**src/rtl/cpmw_pkg.sv**
```systemverilog
// Package with the widths, types and constants of the carry pattern search block.
`default_nettype none
package cpmw_pkg;

	localparam int WORD_W   = 64;
	localparam int COST_W   = 7;
	localparam int N_STATES = 4;
	localparam int SEL_W    = 2;
	localparam int BP_W     = N_STATES * SEL_W;

	typedef logic [WORD_W-1:0] word_t;
	typedef logic [COST_W-1:0] cost_t;
	typedef logic [SEL_W-1:0]  state_sel_t;
	typedef logic [BP_W-1:0]   bp_t;

	// Limits above this value behave as this value.
	localparam cost_t COST_MAX = 7'd64;

endpackage
`default_nettype wire

```
**src/rtl/cpmw_if.sv**
```systemverilog
// Handshake interfaces for the input and result channels of the carry pattern search block.
`default_nettype none
interface cpmw_in_if;
	import cpmw_pkg::*;

	logic  valid;
	logic  ready;
	word_t diff_word;
	word_t second_word;
	logic  top_carry;
	cost_t cost_limit;

	modport source (output valid, diff_word, second_word, top_carry, cost_limit, input ready);
	modport sink   (input valid, diff_word, second_word, top_carry, cost_limit, output ready);
endinterface

interface cpmw_out_if;
	import cpmw_pkg::*;

	logic  valid;
	logic  ready;
	logic  found;
	cost_t best_cost;
	word_t pattern;

	modport source (output valid, found, best_cost, pattern, input ready);
	modport sink   (input valid, found, best_cost, pattern, output ready);
endinterface
`default_nettype wire

```
**src/rtl/carry_pattern_min_weight_dp.sv**
```systemverilog
// Minimum-weight carry pattern search: a 4-state carry trellis with traceback from memory.
//
// Input channel in_ch carries one beat per search: diff_word, second_word, top_carry and
// cost_limit. Result channel out_ch carries one beat per search: found, best_cost, pattern.
// A beat moves when valid and ready are both high at a rising edge of clk.
// The block takes one search at a time. The forward pass updates the four trellis states
// once per bit and writes one backpointer word per bit into a single-port memory. The
// traceback reads that memory once per bit, from the top bit down, through a registered
// read port, and then the result register is loaded with the search's result. A search
// that ends early (no surviving state, or a cost above the limit) skips the traceback
// and goes straight to loading the result register.
// in_ch.ready is high only while no search is in progress.
// The result register is separate from the search logic: a new search is accepted while
// a result still waits. If the receiver stalls, a finished search holds until the result
// register is free, and in the meantime no new search is accepted.
// Reset (arst_n low) returns the block to idle and drops any pending result. The memory
// needs no clearing: every entry read on traceback was written by the same search.
`default_nettype none
module carry_pattern_min_weight_dp #(
	parameter int WORD_BITS = 64
) (
	input  logic      clk,
	input  logic      arst_n,
	cpmw_in_if.sink   in_ch,
	cpmw_out_if.source out_ch
);
	import cpmw_pkg::*;

	localparam int IDX_W = (WORD_BITS > 1) ? $clog2(WORD_BITS) : 1;
	localparam logic [IDX_W-1:0] LAST_IDX = IDX_W'(WORD_BITS - 1);

	typedef enum logic [1:0] {S_IDLE, S_FWD, S_BACK, S_EMIT} fsm_t;

	fsm_t                 state_q;
	word_t                dw_q;
	word_t                kw_q;
	logic                 tc_q;
	cost_t                lim_q;
	cost_t                cost_q [N_STATES];
	logic [N_STATES-1:0]  alive_q;
	logic [IDX_W-1:0]     bit_q;
	logic                 issue_q;
	logic [IDX_W-1:0]     addr_s1;
	logic                 vld_s1;
	state_sel_t           cur_q;
	logic                 found_q;
	cost_t                best_q;
	word_t                pat_q;

	logic                 out_valid_q;
	logic                 out_found_q;
	cost_t                out_cost_q;
	word_t                out_pat_q;

	bp_t                  bp_mem [WORD_BITS];
	bp_t                  rd_data_s1;

	logic                 di;
	logic                 ki;
	logic                 last_bit;
	cost_t                ncost [N_STATES];
	logic [N_STATES-1:0]  nalive;
	state_sel_t           nsrc [N_STATES];
	cost_t                nmin;
	logic                 nany;
	state_sel_t           nbest;
	bp_t                  bp_word;
	logic                 abort;
	state_sel_t           cur_next;
	logic                 pbit;

	assign di       = dw_q[bit_q];
	assign ki       = kw_q[bit_q];
	assign last_bit = (bit_q == LAST_IDX);

	// One trellis bit: every target state keeps the first cheapest source in ascending order.
	always_comb begin
		logic  c;
		logic  cp;
		logic  e;
		logic  c1;
		logic  p1;
		logic  ok;
		cost_t v;
		for (int t = 0; t < N_STATES; t++) begin
			ncost[t]  = '0;
			nalive[t] = 1'b0;
			nsrc[t]   = '0;
		end
		for (int s = 0; s < N_STATES; s++) begin
			for (int t = 0; t < N_STATES; t++) begin
				c  = s[0];
				cp = s[1];
				c1 = t[0];
				p1 = t[1];
				e  = c ^ di;
				ok = alive_q[s] && (e == (cp ^ ki))
					&& ((c != di) || (c1 == di))
					&& ((cp != ki) || (p1 == ki))
					&& (!last_bit || (c1 == tc_q));
				v = cost_q[s] + {{(COST_W-1){1'b0}}, e};
				if (ok && (!nalive[t] || v < ncost[t])) begin
					nalive[t] = 1'b1;
					ncost[t]  = v;
					nsrc[t]   = SEL_W'(s);
				end
			end
		end
		nany  = 1'b0;
		nmin  = '0;
		nbest = '0;
		for (int t = 0; t < N_STATES; t++) begin
			if (nalive[t] && (!nany || ncost[t] < nmin)) begin
				nany  = 1'b1;
				nmin  = ncost[t];
				nbest = SEL_W'(t);
			end
		end
		bp_word = {nsrc[3], nsrc[2], nsrc[1], nsrc[0]};
	end

	assign abort = !nany || (nmin > lim_q);

	// Traceback: the registered memory word names the predecessor of the current state.
	assign cur_next = rd_data_s1[{cur_q, 1'b0} +: SEL_W];
	assign pbit     = cur_next[0] ^ dw_q[addr_s1];

	// Only the forward pass writes; read data are used only on traceback, so a read during a write is never used.
	always_ff @(posedge clk) begin
		if (state_q == S_FWD) begin
			bp_mem[bit_q] <= bp_word;
		end
		rd_data_s1 <= bp_mem[bit_q];
	end

	always_ff @(posedge clk or negedge arst_n) begin
		if (!arst_n) begin
			state_q     <= S_IDLE;
			issue_q     <= 1'b0;
			vld_s1      <= 1'b0;
			out_valid_q <= 1'b0;
		end else begin
			// In S_EMIT the result register is reloaded below instead.
			if (out_valid_q && out_ch.ready && (state_q != S_EMIT)) begin
				out_valid_q <= 1'b0;
			end
			case (state_q)
				S_IDLE: begin
					if (in_ch.valid) begin
						dw_q    <= in_ch.diff_word;
						kw_q    <= in_ch.second_word;
						tc_q    <= in_ch.top_carry;
						lim_q   <= (in_ch.cost_limit > COST_MAX) ? COST_MAX : in_ch.cost_limit;
						alive_q <= {{(N_STATES-1){1'b0}}, 1'b1};
						for (int s = 0; s < N_STATES; s++) begin
							cost_q[s] <= '0;
						end
						bit_q   <= '0;
						pat_q   <= '0;
						state_q <= S_FWD;
					end
				end
				S_FWD: begin
					if (abort) begin
						found_q <= 1'b0;
						best_q  <= '0;
						pat_q   <= '0;
						state_q <= S_EMIT;
					end else begin
						alive_q <= nalive;
						cost_q  <= ncost;
						if (last_bit) begin
							cur_q   <= nbest;
							best_q  <= nmin;
							found_q <= 1'b1;
							issue_q <= 1'b1;
							state_q <= S_BACK;
						end else begin
							bit_q <= bit_q + 1'b1;
						end
					end
				end
				S_BACK: begin
					vld_s1  <= issue_q;
					addr_s1 <= bit_q;
					if (issue_q) begin
						if (bit_q == '0) begin
							issue_q <= 1'b0;
						end else begin
							bit_q <= bit_q - 1'b1;
						end
					end
					if (vld_s1) begin
						cur_q <= cur_next;
						pat_q <= {pat_q[WORD_W-2:0], pbit};
						if (addr_s1 == '0) begin
							state_q <= S_EMIT;
						end
					end
				end
				S_EMIT: begin
					if (!out_valid_q || out_ch.ready) begin
						out_valid_q <= 1'b1;
						out_found_q <= found_q;
						out_cost_q  <= best_q;
						out_pat_q   <= pat_q;
						state_q     <= S_IDLE;
					end
				end
				default: begin
					state_q <= S_IDLE;
				end
			endcase
		end
	end

	assign in_ch.ready      = (state_q == S_IDLE);
	assign out_ch.valid     = out_valid_q;
	assign out_ch.found     = out_found_q;
	assign out_ch.best_cost = out_cost_q;
	assign out_ch.pattern   = out_pat_q;

endmodule
`default_nettype wire

```
**src/flat_wrapper.sv**
```systemverilog
// flat-port wrapper written by rule: the top's interface ports become plain ports
module carry_pattern_min_weight_dp_flat import cpmw_pkg::*;
#(
	parameter int WORD_BITS = 64
)
  (clk, arst_n, in_ch_valid, in_ch_diff_word, in_ch_second_word, in_ch_top_carry, in_ch_cost_limit, in_ch_ready, out_ch_valid, out_ch_found, out_ch_best_cost, out_ch_pattern, out_ch_ready);
  cpmw_in_if in_ch_i ();
  cpmw_out_if out_ch_i ();
  input  logic clk;
  input  logic arst_n;
  input wire logic [$bits(in_ch_i.valid)-1:0] in_ch_valid;
  input wire logic [$bits(in_ch_i.diff_word)-1:0] in_ch_diff_word;
  input wire logic [$bits(in_ch_i.second_word)-1:0] in_ch_second_word;
  input wire logic [$bits(in_ch_i.top_carry)-1:0] in_ch_top_carry;
  input wire logic [$bits(in_ch_i.cost_limit)-1:0] in_ch_cost_limit;
  output wire logic [$bits(in_ch_i.ready)-1:0] in_ch_ready;
  output wire logic [$bits(out_ch_i.valid)-1:0] out_ch_valid;
  output wire logic [$bits(out_ch_i.found)-1:0] out_ch_found;
  output wire logic [$bits(out_ch_i.best_cost)-1:0] out_ch_best_cost;
  output wire logic [$bits(out_ch_i.pattern)-1:0] out_ch_pattern;
  input wire logic [$bits(out_ch_i.ready)-1:0] out_ch_ready;
  assign in_ch_i.valid = in_ch_valid;
  assign in_ch_i.diff_word = in_ch_diff_word;
  assign in_ch_i.second_word = in_ch_second_word;
  assign in_ch_i.top_carry = in_ch_top_carry;
  assign in_ch_i.cost_limit = in_ch_cost_limit;
  assign in_ch_ready = in_ch_i.ready;
  assign out_ch_valid = out_ch_i.valid;
  assign out_ch_found = out_ch_i.found;
  assign out_ch_best_cost = out_ch_i.best_cost;
  assign out_ch_pattern = out_ch_i.pattern;
  assign out_ch_i.ready = out_ch_ready;
  carry_pattern_min_weight_dp #(.WORD_BITS(WORD_BITS)) u_core (.clk(clk), .arst_n(arst_n), .in_ch(in_ch_i), .out_ch(out_ch_i));
endmodule
```
**config.mk**
```make
export PLATFORM = sky130hd
export DESIGN_NAME = carry_pattern_min_weight_dp_flat
export DESIGN_NICKNAME = d
export VERILOG_FILES = /design/src/rtl/cpmw_pkg.sv /design/src/rtl/cpmw_if.sv /design/src/rtl/carry_pattern_min_weight_dp.sv /design/src/flat_wrapper.sv
export SDC_FILE = /design/constraint.sdc
export NUM_CORES = 1
export LEC_CHECK = 0
export ABC_AREA = 1
export ABC_CLOCK_PERIOD_IN_PS = 17500
export BUFFER_PORTS_ARGS = -buffer_cell sky130_fd_sc_hd__buf_2
export CORE_ASPECT_RATIO = 2
export CORE_MARGIN = 2
export CORE_UTILIZATION = 60
export CTS_CLUSTER_SIZE = 24
export DETAILED_ROUTE_END_ITERATION = 6
export PLACE_DENSITY_LB_ADDON = 0.05
export SETUP_SLACK_MARGIN = 0.5
export SKIP_LAST_GASP = 1
export SLEW_MARGIN = 20
export SYNTH_ARGS = -nofsm -noshare
export SYNTH_HDL_FRONTEND = slang
export SYNTH_SLANG_ARGS = --single-unit
```
**constraint.sdc**
```tcl
create_clock -name clk -period 17.5 [get_ports clk]
set_input_delay 1.75 -clock clk [delete_from_list [all_inputs] [get_ports clk]]
set_output_delay 1.75 -clock clk [all_outputs]
set_load 0.01 [all_outputs]
```
== Word-level counts from Yosys, hierarchy flattened ==
Memories as Yosys holds them, arrays and structs flattened. A register that Yosys moved wholly into a read port is not among the register bits.
Index checks and enable logic that the tools add are counted.

* Register bits after elaboration: 331
* Bits in writable memories: 512
* Input port bits: 140
* Output and inout port bits: 74
* Word-level logic and storage cells: 275
* Memories: 1

* Add/subtract/negate cells: 6
* Order comparisons: 19
* Equal/unequal tests: 20
* Shift-type cells: 1
* Multiplexer cells: 99
* Bitwise operators: 4
* Reductions and logical operators: 103

{| class="wikitable"
|+ Memory list
! memory !! words !! width !! read ports !! clocked after Yosys merged registers in !! write ports !! RTL line !! RTL
|-
| u_core.bp_mem || 64 || 8 || 1 || 1 || 1 || carry_pattern_min_weight_dp.sv:55 || <nowiki>bp_t bp_mem [WORD_BITS];</nowiki>
|}

{| class="wikitable"
|+ Operators with widths
! kind !! number
|-
| $mux W64 || 3
|-
| $pmux W64 S3 || 1
|-
| $mux W7 || 21
|-
| $lt A7 B7 Y1 || 15
|-
| $mux W28 || 2
|-
| $pmux W28 S2 || 1
|-
| $logic_and A1 B1 Y1 || 49
|-
| $mux W2 || 19
|-
| $mux W1 || 37
|-
| $mux W6 || 5
|-
| $add A7 B1 Y7 || 4
|-
| $logic_or A1 B1 Y1 || 19
|-
| $bmux W1 S6 || 3
|-
| $logic_not A1 Y1 || 18
|-
| $pmux W6 S3 || 1
|-
| $reduce_and A5 Y1 || 3
|-
| $lt A6 B7 Y1 const B || 2
|-
| $logic_not A6 Y1 || 2
|-
| $ne A2 B1 Y1 const B || 6
|-
| $reduce_and A3 Y1 || 4
|-
| $ne A2 B2 Y1 const B || 5
|-
| $mux W4 || 2
|-
| $pmux W2 S4 || 1
|-
| $pmux W4 S2 || 1
|-
| other kinds (20) || 28
|}

== Depth between registers and ports, before layout ==
* Depth in word-level cells: 35
* Depth in mapped cells: 81
* Depth with buffers taken out: 77

== Worst setup path after synthesis ==
Ideal clock, no wire load.

* Path kind: register to register
* From: reg u_core.bit_q[1]
* To: reg u_core.alive_q[0], enable pin
* Data arrival time: 13.160 ns
* Required time: 16.906 ns
* Setup slack: 3.746 ns
* Cell stages (with the launch flop): 69
* Buffers on the path: 3
* Period minus slack after synthesis: 13.754 ns
* Path through: edfxtp_1 > nand2_1 > inv_2 > buf_6 > nand3_1 > nand2_1 > nor2_1 > nor2_1 > nor2_1 > nand2_1 > nor2_4 > ha_1 > ha_1 > nand3_1 > nand3b_1 > xor2_1 > nor2_1 > inv_1 > [... 33 more ...] > a21oi_1 > nor2_1 > a211oi_1 > nand2_1 > nand2_4 > nand3_1 > nand2_1 > inv_1 > ha_1 > nand2_1 > inv_1 > a221oi_1 > o21ai_0 > o21ai_0 > nand2_1 > inv_1 > nor2_1 > a2111oi_0

* Longest elaborated chain between the ends: 35

{| class="wikitable"
|+ RTL lines
! what !! RTL line !! RTL
|-
| start: declaration || carry_pattern_min_weight_dp.sv:41 || <nowiki>logic [IDX_W-1:0] bit_q;</nowiki>
|-
| start signal: assignment || carry_pattern_min_weight_dp.sv:179 || <nowiki>bit_q <= bit_q + 1'b1;</nowiki>
|-
| start signal: assignment || carry_pattern_min_weight_dp.sv:190 || <nowiki>bit_q <= bit_q - 1'b1;</nowiki>
|-
| branches (longest 30 deep; another with $add A7 B1 Y7) || -- ||
|-
| $mux W7 (*) || carry_pattern_min_weight_dp.sv:113 || <nowiki>if (nalive[t] && (!nany || ncost[t] < nmin)) begin</nowiki>
|-
| via u_core.nmin[6] || carry_pattern_min_weight_dp.sv:64 || <nowiki>cost_t nmin;</nowiki>
|-
| $gt A7 B7 Y1 (*) || carry_pattern_min_weight_dp.sv:122 || <nowiki>assign abort = !nany || (nmin > lim_q);</nowiki>
|-
| $logic_or A1 B1 Y1 (*) || carry_pattern_min_weight_dp.sv:122 ||
|-
| $ne A2 B2 Y1 (no source line) (*) || -- ||
|-
| $reduce_and A4 Y1 (no source line) (*) || -- ||
|-
| end signal: assignment || carry_pattern_min_weight_dp.sv:154 || <nowiki>alive_q <= {{(N_STATES-1){1'b0}}, 1'b1};</nowiki>
|-
| end signal: assignment || carry_pattern_min_weight_dp.sv:170 || <nowiki>alive_q <= nalive;</nowiki>
|-
| end: declaration || carry_pattern_min_weight_dp.sv:40 || <nowiki>logic [N_STATES-1:0] alive_q;</nowiki>
|}

Mark *: on every way through the listed nets, which the timed path passes. The select of a mux whose other input is x is not followed.
A chain may end at the register's enable or synchronous reset.

== Worst setup path after layout ==
* From: reg u_core.bit_q[0]
* To: reg u_core.cost_q[6] in the netlist's numbering, enable pin

* Longest elaborated chain between the ends: 35

{| class="wikitable"
|+ RTL lines
! what !! RTL line !! RTL
|-
| branches (longest 30 deep; another with $add A7 B1 Y7) || -- ||
|-
| $mux W7 (*) || carry_pattern_min_weight_dp.sv:113 ||
|-
| via u_core.nmin[6] || carry_pattern_min_weight_dp.sv:64 ||
|-
| $gt A7 B7 Y1 (*) || carry_pattern_min_weight_dp.sv:122 ||
|-
| $logic_or A1 B1 Y1 (*) || carry_pattern_min_weight_dp.sv:122 ||
|-
| $ne A2 B2 Y1 (no source line) (*) || -- ||
|-
| $reduce_and A4 Y1 (no source line) (*) || -- ||
|-
| end signal: assignment || carry_pattern_min_weight_dp.sv:171 || <nowiki>cost_q <= ncost;</nowiki>
|-
| end: declaration || carry_pattern_min_weight_dp.sv:39 || <nowiki>cost_t cost_q [N_STATES];</nowiki>
|}

Marks and branches as above.

==> key figures <==
Outcome
  – Outcome: complete, no violations

Yosys
  – Async SR Flop Fraction: 0.005875
  – Mapped cell area: between 30000 and 40000 sq um
  – Post-synth top cells: edfxtp_1 (838), nand2_1 (637), inv_1 (338), nor2_1 (218), o21ai_0 (108)
  – Distinct cell type count after synthesis: between 50 and 60
  – Predominant post-synthesis flop cell: edfxtp_1
  – Synth Register Bits: 851
  – Most frequent cell after synthesis: edfxtp_1
  – Share of the synthesized area in the top cell type: 0.7030
  – Post-synthesis instance total: 2914
  – Number of synthesized flops with an enable pin: roughly 840
  – Net count after synthesis: about 3100
  – Area contributors post-synth: edfxtp_1 (70%), nand2_1 (6.7%), inv_1 (3.5%)
  – Ys Warns: 0
  – Post-Syn Area per Cell: roughly 12 sq um
  – Post-synthesis sequential area ratio: 0.7110
  – Dominant cell type by area after synthesis: edfxtp_1

Place
  – IO Port Bufs: 213
  – DP HPWL: 68.71 mm
  – RD Place Congestion: around 1

Floorplanning
  – FP Rows: 126
  – IO Pins: 214
  – Die area: 61750 sq um
  – Area of the core: 58960 sq um
  – Die height: about 350 um
  – Die width: 176.7 um
  – Initial Util: 0.6071

Timing
  – Min cycle time layout: 12.97 ns
  – Max Slew Vio Count: 0
  – WHS: 0.4177 ns
  – Setup_tns: 0 ns
  – RSZ-0062 raised after global routing: false
  – Slew Limit Headroom: 0.2714
  – Final hold viol count: 0
  – Maximum clock rate: 0.07711 GHz
  – Final Skew: 0.02444 ns
  – Final setup viols: 0
  – Slew @ Worst Pin: 1.093 ns
  – Final Cycle Share: 0.7411

Routing
  – DR DRC count: 0
  – Top routing layer in use: met5
  – Vias post-DR: 23762
  – DR WL met2: 53.22 mm
  – WL met3: 5.837 mm
  – Pre-antenna DRT Iters: 6
  – Iteration-0 DRC Markers: 2367
  – Vias/cell: 5.999
  – Post-DR wirelength/cell: 25.23 um
  – Met1 Routed Length: 32.86 mm
  – Final WL: around 100 mm
  – Remaining antenna violation count: 0

Worst setup path
  – Critical Path AT: 13.22 ns
  – CP peak stage delay: 0.72 ns
  – Startpoint Class: flip-flop
  – Crit Reg-Reg Endpoint: u_core.cost_q[6]
  – Crit Path Category: reg2reg
  – CP max stage cell: inv_4
  – R2r setup slk: 4.53 ns
  – CP max FO: 74
  – Worst Setup End Kind: flip-flop
  – Reg2reg start: u_core.bit_q[0]
  – Cell with the most instances on the worst path: nand2_1
  – Critical Path RT: about 18 ns
  – FF-to-FF path depth: 69

Clocking
  – # Post-CTS Setup Buffers: 0
  – TritonCTS clock tree: built
  – Clk sink count: about 850
  – CTS Hold Bufs: 0
  – Clock latency on the worst-skew pair: between 0.6 and 0.7 ns
  – Clk pin slew, worst setup/hold paths: 0.07 ns
  – Num CTS Buffers: 72
  – CTS max path bufs: 3
  – CTS H-Tree Depth: 3
  – CTS Root Cell: clkbuf_16
  – Total of cells resized after clock tree synthesis: 0

Min path
  – Worst Min Path Start: u_core.best_q[2]
  – Hold EP: u_core.out_ch.best_cost[2]
  – Worst hold stages: 0
  – Hold crit path type: reg2reg

Layout
  – Fillcell total: 4260
  – Layout cell share with drive strength beyond 1: 0.1354
  – Final nets: 3340
  – Area Overhead vs Synth: 12.28%
  – Core Util, Final: 0.6816

Global routing
  – Antenna violations before repair: 5
  – First-pass GRT wire length: 146.2 mm
  – All-layer global routing usage: 0.3263
  – Largest net degree at the start of global routing: 87
  – GRT overflow: 0
  – Vias in the first global route: 23928

Job
  – # Max-Cap Violations: 0
## flip-flops by register name, summed over array words and instances, names as in the netlist
name / flops
u_core.bit_q: 6
u_core.addr_s1: 6
u_core.dw_q: 64
u_core.bp_mem: 512
u_core.out_ch.found: 1
u_core.cur_q: 2
u_core.cost_q: 28
u_core.kw_q: 64
u_core.vld_s1: 1
u_core.out_ch.valid: 1
u_core.issue_q: 1
u_core.tc_q: 1
u_core.out_ch.best_cost: 7
u_core.out_ch.pattern: 64
u_core.found_q: 1
u_core.lim_q: 7
u_core.alive_q: 4
u_core.state_q: 2
u_core.best_q: 7
u_core.rd_data_s1: 8
u_core.pat_q: 64
## final cells by class
cell class	instances	area [sq um]	area share
sequential	851	25450	0.6332
multi-input combinational	1605	8653	0.2153
clock buffer	81	1857	0.04620
timing repair buffer	254	1374	0.03418
inverter	349	1313	0.03266
tap	768	960.9	0.02391
clock inverter	51	579.3	0.01441
antenna	2	5.005	0.0001245
## logic make-up after synthesis
kind of cell | Yosys count | synth area share
AOI/OAI and AO/OA | 446 | 0.08309
xor gates and xnor gates | 21 | 0.005138
adders and majority gates | 67 | 0.02363
buffers and inverters | 458 | 0.05019
DFF | 851 | 0.7110
and+or+nand+nor | 1071 | 0.1270
## metal layers
layer | vias up | GRT usage
met5 | - | 0
met4 | 4 | 0.2295
met3 | 329 | 0.04074
met2 | 1132 | 0.5961
met1 | 11552 | 0.3435
li1 | 10745 | -
## per-stage QoR
step | cell area (sq um) | setup WS [ns] | cells
floorplan | 35800 | 3.746 | 2914
global placement | 37750 | 4.555 | 3827
detailed placement | 37750 | 4.306 | 3827
CTS | 40180 | 4.296 | 3959
global route | 40190 | 3.477 | 3961
finish | 40190 | 4.531 | 3961
## worst max-delay path, delay by kind of cell, from the launching register on
family | cells | cell delay [ns]
fa+ha+maj | 7 | 2.05
simple gates | 37 | 3.87
flops | 1 | 0.36
buf+inv | 11 | 2.34
xor+xnor | 1 | 0.20
compound gates | 13 | 3.66
## how the worst max path moves through the flow
stage               startpoint           endpoint  depth (start not counted)
2_1_floorplan  u_core.bit_q[1]  u_core.alive_q[0]                         68
3_3_place_gp   u_core.bit_q[0]    u_core.bit_q[4]                         66
3_5_place_dp   u_core.bit_q[0]  u_core.cost_q[24]                         67
4_1_cts        u_core.bit_q[0]  u_core.cost_q[16]                         67
5_1_grt        u_core.bit_q[0]   u_core.best_q[2]                         66
6_report       u_core.bit_q[0]   u_core.cost_q[6]                         69
## layout by cell type, fill, tap and decap left out, types with 10 or more instances in the layout
master	count
edfxtp_1	838
nand2_1	629
inv_1	337
buf_2	213
nor2_1	208
o21ai_0	108
nand3_1	96
a21oi_1	87
clkbuf_16	73
a22oi_1	71
ha_1	65
nand4_1	64
a221oi_1	63
a22o_1	44
buf_4	41
nand2_2	21
xor2_1	18
nor2_4	17
clkinv_1	16
a211oi_1	16
o21ai_1	13
a21boi_0	10
Power is not shown: default switching activity piles up to over one toggle a cycle in this logic, so the estimate is an artifact.
